$ cat config.mk
export PLATFORM = sky130hd
export DESIGN_NAME = ps2_keyboard_receiver_top_flat
export DESIGN_NICKNAME = d
export VERILOG_FILES = /design/src/rtl/ps2kr_pkg.sv /design/src/rtl/ps2kr_if.sv /design/src/rtl/ps2kr_frame.sv /design/src/rtl/ps2kr_map.sv /design/src/rtl/ps2kr_cbuf.sv /design/src/rtl/ps2kr_top.sv /design/src/flat_wrapper.sv
export VERILOG_INCLUDE_DIRS = /design/src /design/src/rtl
export SDC_FILE = /design/constraint.sdc
export NUM_CORES = 2
export LEC_CHECK = 0
export BUFFER_PORTS_ARGS = -buffer_cell sky130_fd_sc_hd__buf_2
export CAP_MARGIN = 20
export CORE_UTILIZATION = 51
export CTS_CLUSTER_DIAMETER = 30
export DETAILED_ROUTE_END_ITERATION = 10
export GPL_ROUTABILITY_DRIVEN = 0
export PLACE_DENSITY = 0.68
export SYNTH_ARGS = -nofsm -noshare
export SYNTH_HDL_FRONTEND = slang
export SYNTH_MEMORY_MAX_BITS = 65536
export SYNTH_SLANG_ARGS = --single-unit
$ cat constraint.sdc
create_clock -name clk -period 32.6 [get_ports clk]
set_input_delay 9.78 -clock clk [delete_from_list [all_inputs] [get_ports clk]]
set_output_delay 9.78 -clock clk [all_outputs]
set_load 0.02 [all_outputs]
$ cat src/rtl/assert_macros.svh
// Assertion macros shared by the receiver RTL.
// Each macro takes a label, the clock, the active-low reset and two expressions.
`ifndef ASSERT_MACROS_SVH
`define ASSERT_MACROS_SVH
`ifndef SYNTHESIS
`define ASSERT_IMP(label, clk, rst_n, ante, cons) \
  label: assert property (@(posedge clk) disable iff (!rst_n) (ante) |-> (cons)) \
    else $error("same-cycle implication failed");
`define ASSERT_NXT(label, clk, rst_n, ante, cons) \
  label: assert property (@(posedge clk) disable iff (!rst_n) (ante) |=> (cons)) \
    else $error("next-cycle implication failed");
`else
`define ASSERT_IMP(label, clk, rst_n, ante, cons)
`define ASSERT_NXT(label, clk, rst_n, ante, cons)
`endif
`endif

$ cat src/rtl/ps2kr_pkg.sv
package ps2kr_pkg;

  localparam int BUFFER_DEPTH_DEF = 64;

  // Character maps: one memory, the map select is the top address bit.
  localparam int CODE_W    = 8;
  localparam int CHAR_W    = 8;
  localparam int MAP_AW    = CODE_W + 1;
  localparam int MAP_DEPTH = 1 << MAP_AW;

  localparam logic [3:0] PHASE_IDLE   = 4'd11;
  localparam logic [3:0] PHASE_FIRST  = 4'd10;
  localparam logic [3:0] PHASE_LAST   = 4'd3;
  localparam logic [3:0] PHASE_PARITY = 4'd2;
  localparam logic [3:0] PHASE_STOP   = 4'd1;

  localparam logic [CODE_W-1:0] CODE_RELEASE = 8'hF0;
  localparam logic [CODE_W-1:0] CODE_LSHIFT  = 8'h12;
  localparam logic [CODE_W-1:0] CODE_RSHIFT  = 8'h59;

  typedef enum logic [1:0] {
    KIND_EDGE   = 2'd0,
    KIND_MAP_WR = 2'd1,
    KIND_READ   = 2'd2,
    KIND_NONE   = 2'd3
  } kind_t;

  // Lookup request from the frame decoder to the character maps.
  typedef struct packed {
    logic              lookup;
    logic [MAP_AW-1:0] addr;
  } map_req_t;

  // Operation carried by a request into the ring buffer stage.
  typedef struct packed {
    logic push;
    logic pop;
  } buf_op_t;

endpackage

$ cat src/rtl/ps2kr_if.sv
interface ps2kr_in_if;
  logic       valid;
  logic       ready;
  logic [1:0] kind;
  logic       data_bit;
  logic       map_select;
  logic [7:0] map_code;
  logic [7:0] map_char;

  modport source(output valid, kind, data_bit, map_select, map_code, map_char, input ready);
  modport sink(input valid, kind, data_bit, map_select, map_code, map_char, output ready);
endinterface

interface ps2kr_out_if;
  logic       valid;
  logic       ready;
  logic [7:0] char_out;
  logic       char_valid;

  modport source(output valid, char_out, char_valid, input ready);
  modport sink(input valid, char_out, char_valid, output ready);
endinterface

$ cat src/rtl/ps2kr_frame.sv
module ps2kr_frame
  import ps2kr_pkg::*;
(
  input  logic     clk,
  input  logic     rst_n,
  input  logic     edge_en,
  input  logic     data_bit,
  output map_req_t req
);

  logic [3:0]        phase_r, phase_nxt;
  logic [CODE_W-1:0] sreg_r, sreg_nxt;
  logic              rel_r, rel_nxt;
  logic              shift_r, shift_nxt;
  logic              is_shift;

  assign is_shift = (sreg_r == CODE_LSHIFT) || (sreg_r == CODE_RSHIFT);

  always_comb begin
    phase_nxt  = phase_r;
    sreg_nxt   = sreg_r;
    rel_nxt    = rel_r;
    shift_nxt  = shift_r;
    req.lookup = 1'b0;
    if (edge_en) begin
      case (phase_r) inside
        PHASE_IDLE: begin
          if (!data_bit) phase_nxt = PHASE_FIRST;
        end
        PHASE_PARITY: phase_nxt = PHASE_STOP;
        PHASE_STOP: begin
          phase_nxt = PHASE_IDLE;
          // A good stop bit hands the byte to the scancode decoder.
          if (data_bit) begin
            if (sreg_r == CODE_RELEASE) begin
              rel_nxt = 1'b1;
            end else if (rel_r) begin
              rel_nxt = 1'b0;
              if (is_shift) shift_nxt = 1'b0;
            end else begin
              if (is_shift) shift_nxt = 1'b1;
              req.lookup = (sreg_r != '0);
            end
          end
        end
        [PHASE_LAST:PHASE_FIRST]: begin
          sreg_nxt  = {data_bit, sreg_r[CODE_W-1:1]};
          phase_nxt = phase_r - 4'd1;
        end
        default: phase_nxt = PHASE_IDLE;
      endcase
    end
    req.addr = {shift_nxt, sreg_r};
  end

  always_ff @(posedge clk) begin
    if (!rst_n) begin
      phase_r <= PHASE_IDLE;
      sreg_r  <= '0;
      rel_r   <= 1'b0;
      shift_r <= 1'b0;
    end else begin
      phase_r <= phase_nxt;
      sreg_r  <= sreg_nxt;
      rel_r   <= rel_nxt;
      shift_r <= shift_nxt;
    end
  end

endmodule

$ cat src/rtl/ps2kr_map.sv
module ps2kr_map
  import ps2kr_pkg::*;
(
  input  logic              clk,
  input  logic              rst_n,
  input  logic              wr_en,
  input  logic [MAP_AW-1:0] wr_addr,
  input  logic [CHAR_W-1:0] wr_data,
  input  logic              rd_en,
  input  logic [MAP_AW-1:0] rd_addr,
  output logic [CHAR_W-1:0] rd_data,
  output logic              busy
);

  logic [CHAR_W-1:0] map_mem [MAP_DEPTH];
  logic [MAP_AW-1:0] clr_addr_r, clr_addr_nxt;
  logic              busy_r, busy_nxt;

  // After reset both maps are swept to zero, one entry per cycle.
  always_comb begin
    clr_addr_nxt = clr_addr_r;
    busy_nxt     = busy_r;
    if (busy_r) begin
      clr_addr_nxt = clr_addr_r + 1'b1;
      if (clr_addr_r == '1) busy_nxt = 1'b0;
    end
  end

  always_ff @(posedge clk) begin
    if (!rst_n) begin
      clr_addr_r <= '0;
      busy_r     <= 1'b1;
    end else begin
      clr_addr_r <= clr_addr_nxt;
      busy_r     <= busy_nxt;
    end
  end

  always_ff @(posedge clk) begin
    if (busy_r) begin
      map_mem[clr_addr_r] <= '0;
    end else if (wr_en) begin
      map_mem[wr_addr] <= wr_data;
    end
    if (rd_en) rd_data <= map_mem[rd_addr];
  end

  assign busy = busy_r;

endmodule

$ cat src/rtl/ps2kr_cbuf.sv
module ps2kr_cbuf
  import ps2kr_pkg::*;
#(
  parameter int BUFFER_DEPTH = BUFFER_DEPTH_DEF
) (
  input  logic              clk,
  input  logic              rst_n,
  input  logic              en,
  input  buf_op_t           op,
  input  logic [CHAR_W-1:0] push_char,
  input  logic              rd_en,
  output logic              hit,
  output logic [CHAR_W-1:0] rd_data
);

  localparam int PTR_W = (BUFFER_DEPTH > 1) ? $clog2(BUFFER_DEPTH) : 1;
  localparam logic [PTR_W-1:0] PTR_LAST = PTR_W'(BUFFER_DEPTH - 1);

  logic [CHAR_W-1:0] buf_mem [BUFFER_DEPTH];
  logic [PTR_W-1:0]  wp_r, wp_nxt;
  logic [PTR_W-1:0]  rp_r, rp_nxt;
  logic              push;

  // Pushes and pops run in request order through this one stage, so the
  // pointers are always current here.
  assign push = en && op.push && (push_char != '0);
  assign hit  = en && op.pop && (rp_r != wp_r);

  always_comb begin
    wp_nxt = wp_r;
    rp_nxt = rp_r;
    if (push) wp_nxt = (wp_r == PTR_LAST) ? '0 : wp_r + 1'b1;
    if (hit)  rp_nxt = (rp_r == PTR_LAST) ? '0 : rp_r + 1'b1;
  end

  always_ff @(posedge clk) begin
    if (!rst_n) begin
      wp_r <= '0;
      rp_r <= '0;
    end else begin
      wp_r <= wp_nxt;
      rp_r <= rp_nxt;
    end
  end

  always_ff @(posedge clk) begin
    if (push) buf_mem[wp_r] <= push_char;
    if (rd_en) rd_data <= buf_mem[rp_r];
  end

endmodule

$ cat src/rtl/ps2kr_top.sv
// PS/2 keyboard receiver. Every request gets exactly one response, in order.
// A keyboard clock edge request shifts one frame bit; a complete scancode is
// decoded (release prefix, shift keys) and looked up in the plain or shifted
// character map, and a nonzero character is pushed into a ring buffer of
// BUFFER_DEPTH entries that overwrites when it wraps. A map write request
// loads one map entry. A read request pops one character and returns it with
// char_valid high, or zero when the buffer is empty; all other requests
// return zero. The block takes one request per clock cycle while in_chan.ready
// is high; each response is held in an output register, so a waiting response
// does not stop new requests until the three internal stages are full. The
// pipeline is: request and frame decode with the map read, then ring buffer
// push or pop with the buffer read, then the output register. After reset the
// block clears both character maps (512 entries) one per cycle and holds
// in_chan.ready low while it does so.
`include "assert_macros.svh"
module ps2_keyboard_receiver_top
  import ps2kr_pkg::*;
#(
  parameter int BUFFER_DEPTH = BUFFER_DEPTH_DEF
) (
  input logic         clk,
  input logic         rst_n,
  ps2kr_in_if.sink    in_chan,
  ps2kr_out_if.source out_chan
);

  logic              load_1, load_2, load_o;
  logic              accept;
  kind_t             kind;
  logic              clr_busy;
  map_req_t          map_req;
  logic [CHAR_W-1:0] map_rd;
  logic [CHAR_W-1:0] buf_rd;
  logic              pop_hit;

  logic              s1_valid_r, s1_valid_nxt;
  buf_op_t           s1_op_r, s1_op_nxt;
  logic              s2_valid_r, s2_valid_nxt;
  logic              s2_hit_r, s2_hit_nxt;
  logic              out_valid_r, out_valid_nxt;
  logic [CHAR_W-1:0] out_char_r, out_char_nxt;
  logic              out_cv_r, out_cv_nxt;

  // Elastic pipeline: each stage advances when the stage after it has room.
  assign load_o = !out_valid_r || out_chan.ready;
  assign load_2 = !s2_valid_r || load_o;
  assign load_1 = !s1_valid_r || load_2;

  assign in_chan.ready = load_1 && !clr_busy;
  assign accept        = in_chan.valid && in_chan.ready;
  assign kind          = kind_t'(in_chan.kind);

  ps2kr_frame u_frame (
    .clk      (clk),
    .rst_n    (rst_n),
    .edge_en  (accept && (kind == KIND_EDGE)),
    .data_bit (in_chan.data_bit),
    .req      (map_req)
  );

  ps2kr_map u_map (
    .clk     (clk),
    .rst_n   (rst_n),
    .wr_en   (accept && (kind == KIND_MAP_WR)),
    .wr_addr ({in_chan.map_select, in_chan.map_code}),
    .wr_data (in_chan.map_char),
    .rd_en   (load_1),
    .rd_addr (map_req.addr),
    .rd_data (map_rd),
    .busy    (clr_busy)
  );

  ps2kr_cbuf #(
    .BUFFER_DEPTH (BUFFER_DEPTH)
  ) u_cbuf (
    .clk       (clk),
    .rst_n     (rst_n),
    .en        (s1_valid_r && load_2),
    .op        (s1_op_r),
    .push_char (map_rd),
    .rd_en     (load_2),
    .hit       (pop_hit),
    .rd_data   (buf_rd)
  );

  // The map read data lines up with the request held in stage one, and the
  // buffer read data with the request held in stage two.
  always_comb begin
    s1_valid_nxt  = s1_valid_r;
    s1_op_nxt     = s1_op_r;
    s2_valid_nxt  = s2_valid_r;
    s2_hit_nxt    = s2_hit_r;
    out_valid_nxt = out_valid_r;
    out_char_nxt  = out_char_r;
    out_cv_nxt    = out_cv_r;
    if (load_1) begin
      s1_valid_nxt  = accept;
      s1_op_nxt.push = accept && map_req.lookup;
      s1_op_nxt.pop  = accept && (kind == KIND_READ);
    end
    if (load_2) begin
      s2_valid_nxt = s1_valid_r;
      s2_hit_nxt   = pop_hit;
    end
    if (load_o) begin
      out_valid_nxt = s2_valid_r;
      out_char_nxt  = s2_hit_r ? buf_rd : '0;
      out_cv_nxt    = s2_hit_r;
    end
  end

  always_ff @(posedge clk) begin
    if (!rst_n) begin
      s1_valid_r  <= 1'b0;
      s2_valid_r  <= 1'b0;
      out_valid_r <= 1'b0;
    end else begin
      s1_valid_r  <= s1_valid_nxt;
      s2_valid_r  <= s2_valid_nxt;
      out_valid_r <= out_valid_nxt;
    end
  end

  always_ff @(posedge clk) begin
    s1_op_r    <= s1_op_nxt;
    s2_hit_r   <= s2_hit_nxt;
    out_char_r <= out_char_nxt;
    out_cv_r   <= out_cv_nxt;
  end

  assign out_chan.valid      = out_valid_r;
  assign out_chan.char_out   = out_char_r;
  assign out_chan.char_valid = out_cv_r;

  `ASSERT_IMP(a_no_req_while_clearing, clk, rst_n, accept, !clr_busy)
  `ASSERT_IMP(a_empty_resp_zero, clk, rst_n, out_valid_r && !out_cv_r, out_char_r == '0)
  `ASSERT_NXT(a_stage1_holds, clk, rst_n, s1_valid_r && !load_2, s1_valid_r)
  `ASSERT_NXT(a_hit_only_on_pop, clk, rst_n, load_2 && !(s1_valid_r && s1_op_r.pop), !s2_hit_r)

endmodule

$ cat src/flat_wrapper.sv
// flat-port wrapper written by rule: the top's interface ports become plain ports
module ps2_keyboard_receiver_top_flat import ps2kr_pkg::*;
#(
  parameter int BUFFER_DEPTH = BUFFER_DEPTH_DEF
)
  (clk, rst_n, in_chan_valid, in_chan_kind, in_chan_data_bit, in_chan_map_select, in_chan_map_code, in_chan_map_char, in_chan_ready, out_chan_valid, out_chan_char_out, out_chan_char_valid, out_chan_ready);
  ps2kr_in_if in_chan_i ();
  ps2kr_out_if out_chan_i ();
  input logic clk;
  input logic rst_n;
  input wire logic [$bits(in_chan_i.valid)-1:0] in_chan_valid;
  input wire logic [$bits(in_chan_i.kind)-1:0] in_chan_kind;
  input wire logic [$bits(in_chan_i.data_bit)-1:0] in_chan_data_bit;
  input wire logic [$bits(in_chan_i.map_select)-1:0] in_chan_map_select;
  input wire logic [$bits(in_chan_i.map_code)-1:0] in_chan_map_code;
  input wire logic [$bits(in_chan_i.map_char)-1:0] in_chan_map_char;
  output wire logic [$bits(in_chan_i.ready)-1:0] in_chan_ready;
  output wire logic [$bits(out_chan_i.valid)-1:0] out_chan_valid;
  output wire logic [$bits(out_chan_i.char_out)-1:0] out_chan_char_out;
  output wire logic [$bits(out_chan_i.char_valid)-1:0] out_chan_char_valid;
  input wire logic [$bits(out_chan_i.ready)-1:0] out_chan_ready;
  assign in_chan_i.valid = in_chan_valid;
  assign in_chan_i.kind = in_chan_kind;
  assign in_chan_i.data_bit = in_chan_data_bit;
  assign in_chan_i.map_select = in_chan_map_select;
  assign in_chan_i.map_code = in_chan_map_code;
  assign in_chan_i.map_char = in_chan_map_char;
  assign in_chan_ready = in_chan_i.ready;
  assign out_chan_valid = out_chan_i.valid;
  assign out_chan_char_out = out_chan_i.char_out;
  assign out_chan_char_valid = out_chan_i.char_valid;
  assign out_chan_i.ready = out_chan_ready;
  ps2_keyboard_receiver_top #(.BUFFER_DEPTH(BUFFER_DEPTH)) u_core (.clk(clk), .rst_n(rst_n), .in_chan(in_chan_i), .out_chan(out_chan_i));
endmodule
==> reports/results.txt <==
Outcome: completed
Worst Path Buf+Inv: 2
Final Power: 14.6 mW
Required @ worst endpoint: 22.82 ns
Pleak: 58.0 nW
Slowest CP cell: nand3b_2
IO Count: 35
Synth Warn #: 0
Worst Setup SP: out_chan_ready
Syn-to-layout area delta: 17.2%
R2r endpoint: u_core.u_map.rd_data[1]$_DFFE_PN_
Slew @ Worst Pin: 1.27 ns
Post-Place Worst Slack: 11.89 ns
Clock Path Buffers: 4
First-pass DRT Iterations: 6
Fmax: 48.2 MHz
Most used DFF post-synth: edfxtp_1
CP endpoint: in_chan_ready
Rel. slew slack: 15.3%
Period minus WS final: 20.73 ns
CTS tree: done
H-tree depth: 6
Area contributors post-synth: edfxtp_1 (77%), mux4_2 (13%), mux2i_1 (2.4%)
Avg Cell Area, Syn: 20.9 um2
RR Startpoint: u_core.u_frame.sreg_r[1]$_SDFFE_PN0P_
Post-synth ARST share: 0%
Worst setup margin: 11.87 ns
Endpoint class of the critical path: output pin
DIE HEIGHT: 598 um
Vias in the first global route: 93,600
Worst reg-to-reg setup slack: 25.49 ns
CTS sink count: 4,675
Cell count after synthesis: 8,676
Iteration-0 DRC Markers: 12,700
Placed wire-length estimate: 279,000 um
Max cap viols: 0
I/O Buffers: 34
Synth area leader: edfxtp_1
CTS clk-pin slew, worst paths: 0.05 ns
Worst Reg-to-Reg Cells: 10
Post-synth design cell area: 181,000 um2
Share of layout cells above drive strength 1: 26.9%
Worst-Skew Late Latency: 1.07 ns
Worst IR Drop VDD: 63.6 uV
Post-cts sizing count: 0
Number of synthesized flops with an enable pin: 4,636
Antenna viol nets, final: 0
Initial antenna violation count: 38
Initial Util: 51.4%
Hold Path Class: reg2reg
Synth top cells by count: edfxtp_1 (4,636), mux4_2 (1,037), nor2_1 (648), mux2i_1 (430), clkbuf_1 (236)
CP cell instances: buf_2, nand3b_2, nor2_1, nor2_1, buf_2
Nets: 9,127
Drt wl/cell: 33.2 um
Vias post-DR: 93,600
Startpoint type of the worst setup path: input pin
Cell variety after synth: 80
Die area: 358,000 um2
# setup viols final: 0
Critical path depth: 5
Crit path DAT: 10.95 ns
Worst Skew: 0.0784 ns
Critical path class: in2out
Grt ovf: 0
RSZ-0062 raised after global routing: no
Root Buffer: clkbuf_16
Largest delay share family, worst path: simple AND/OR/NAND/NOR gates
Hold_buf cts: 0
Die Wd: 598 um
CP peak stage delay: 0.39 ns
#FFs+latches synth: 4,675
Detailed-route DRC error count: 0
First-pass GRT wire length: 684,000 um
TritonCTS buffer count: 733
Largest net degree at the start of global routing: 204
Core box area: 353,000 um2
Most frequent cell after synthesis: edfxtp_1
Postcts setup bufs: 0
CP max FO: 13
Period utilization: 63.6%
Syn_nets: 8,708
Top-area cell type share of the netlist area: 76.7%
Post-route setup TNS: 0 ns
Final Max Slew Viols: 0
Fin. Hold Viols: 0
Gr usage total: 26.7%
Via-to-Cell Ratio: 6.46
Sequential-to-total area share from yosys stat: 77.2%
FP Rows: 218
Post-Route WL: 481,000 um
PD cells: 68.7 nW/um2
cells in the final DEF (no fill, tap or decap), types with 21 or more instances in the layout:
cell type / n
nand3_1: 104
a21oi_1: 78
o211ai_1: 22
clkinv_4: 80
clkinv_2: 91
nand2_1: 184
o21ai_0: 102
diode_2: 21
buf_4: 173
clkinvlp_4: 76
nor2b_1: 26
clkbuf_16: 735
edfxtp_1: 4636
o22ai_1: 61
and2_1: 27
bufinv_16: 103
clkinv_1: 63
a211oi_1: 21
buf_2: 35
mux4_2: 1037
a22oi_1: 194
a22o_1: 62
mux2_2: 38
a221oi_1: 88
nor2_1: 645
a31oi_1: 37
mux2i_1: 428
dfxtp_1: 29
clkbuf_1: 68
inv_6: 98
worst reg2reg max path: stages, from the launching register on:
cell,delay (ns)
dfxtp_4,0.79
buf_4,0.72
buf_12,0.57
buf_4,0.94
buf_4,0.67
mux4_2,0.62
mux2i_1,0.37
o211ai_1,0.13
o21ai_0,0.89
nand4_1,0.60
o41a_1,0.56
kinds of logic (layout without fill, tap and decap cells):
| group | count (synthesis) | in the layout | synth area share (%) |
|---|---|---|---|
| compound gates | 760 | 760 | 3.00 |
| xor+xnor | 21 | 21 | 0.101 |
| fa+ha+maj | 8 | 8 | 0.0552 |
| buf+inv | 559 | 1613 | 1.43 |
| flops | 4675 | 4675 | 77.2 |
| mux | 1505 | 1505 | 15.5 |
| other cells | 0 | 21 | 0 |
| simple gates | 1148 | 1148 | 2.76 |
per-stage QoR:
step	std cells	util [%]	instance area [um2]	hold slack [ns]
after global placement	13100	52.9	187000	0.480
final	14500	60.2	213000	0.489
after floorplan	8676	-	181000	0.447
after global routing	14500	60.2	213000	0.519
after CTS	14500	60.2	213000	0.488
after detailed placement	13100	52.9	187000	0.476
power breakdown:
group          total (mW)  switching (mW)  internal, mW  leakage, nW
combinational      0.0715          0.0618       0.00970         9.45
sequential           6.54         0.00202          6.54         36.2
clock                7.98            2.95          5.04         12.3
area by class of cell:
type	count	area (um2)
diodes	21	52.6
clock buffers	807	18700
clock inverters	563	6980
fillers	23900	141000
inverters	17	68.8
multi-input cells	3442	39100
flip-flops and latches	4675	140000
well taps	4730	5920
repair buffers	226	1800
metal layers:
layer / routed length (um) / track usage [%]
met5: 131 / 0.0134
met4: 23100 / 12.0
met3: 51000 / 6.01
met2: 229000 / 41.8
met1: 178000 / 36.1
state kept, by name, indices dropped and copies added, names as in the netlist:
signal                      flops
u_core.out_chan.valid           1
u_core.out_chan.char_valid      1
u_core.u_map.map_mem         4096
u_core.s1_op_r                  2
u_core.u_cbuf.buf_mem         512
u_core.u_cbuf.rp_r              6
u_core.s2_valid_r               1
u_core.out_chan.char_out        8
u_core.u_frame.phase_r          4
u_core.u_frame.shift_r          1
u_core.u_cbuf.rd_data           8
u_core.u_map.rd_data            8
u_core.u_frame.rel_r            1
u_core.u_map.clr_addr_r         9
u_core.u_cbuf.wp_r              6
u_core.u_map.busy               1
u_core.u_frame.sreg_r           8
u_core.s2_hit_r                 1
u_core.s1_valid_r               1
how the worst min path moves through the flow:
stage / start / endpoint / slack [ns] / cells past startpoint
6_report: u_core.s2_valid_r$_SDFFE_PN0P_ / u_core.out_chan.valid$_SDFFE_PN0P_ / 0.49 / 2
5_1_grt: u_core.s2_valid_r$_SDFFE_PN0P_ / u_core.out_chan.valid$_SDFFE_PN0P_ / 0.52 / 2
4_1_cts: u_core.s2_valid_r$_SDFFE_PN0P_ / u_core.out_chan.valid$_SDFFE_PN0P_ / 0.49 / 2
3_5_place_dp: u_core.s2_valid_r$_SDFFE_PN0P_ / u_core.out_chan.valid$_SDFFE_PN0P_ / 0.48 / 2
3_3_place_gp: u_core.s2_valid_r$_SDFFE_PN0P_ / u_core.out_chan.valid$_SDFFE_PN0P_ / 0.48 / 2
2_1_floorplan: u_core.s2_valid_r$_SDFFE_PN0P_ / u_core.out_chan.valid$_SDFFE_PN0P_ / 0.45 / 2
No activity file was read; power rests on OpenSTA's default activity.
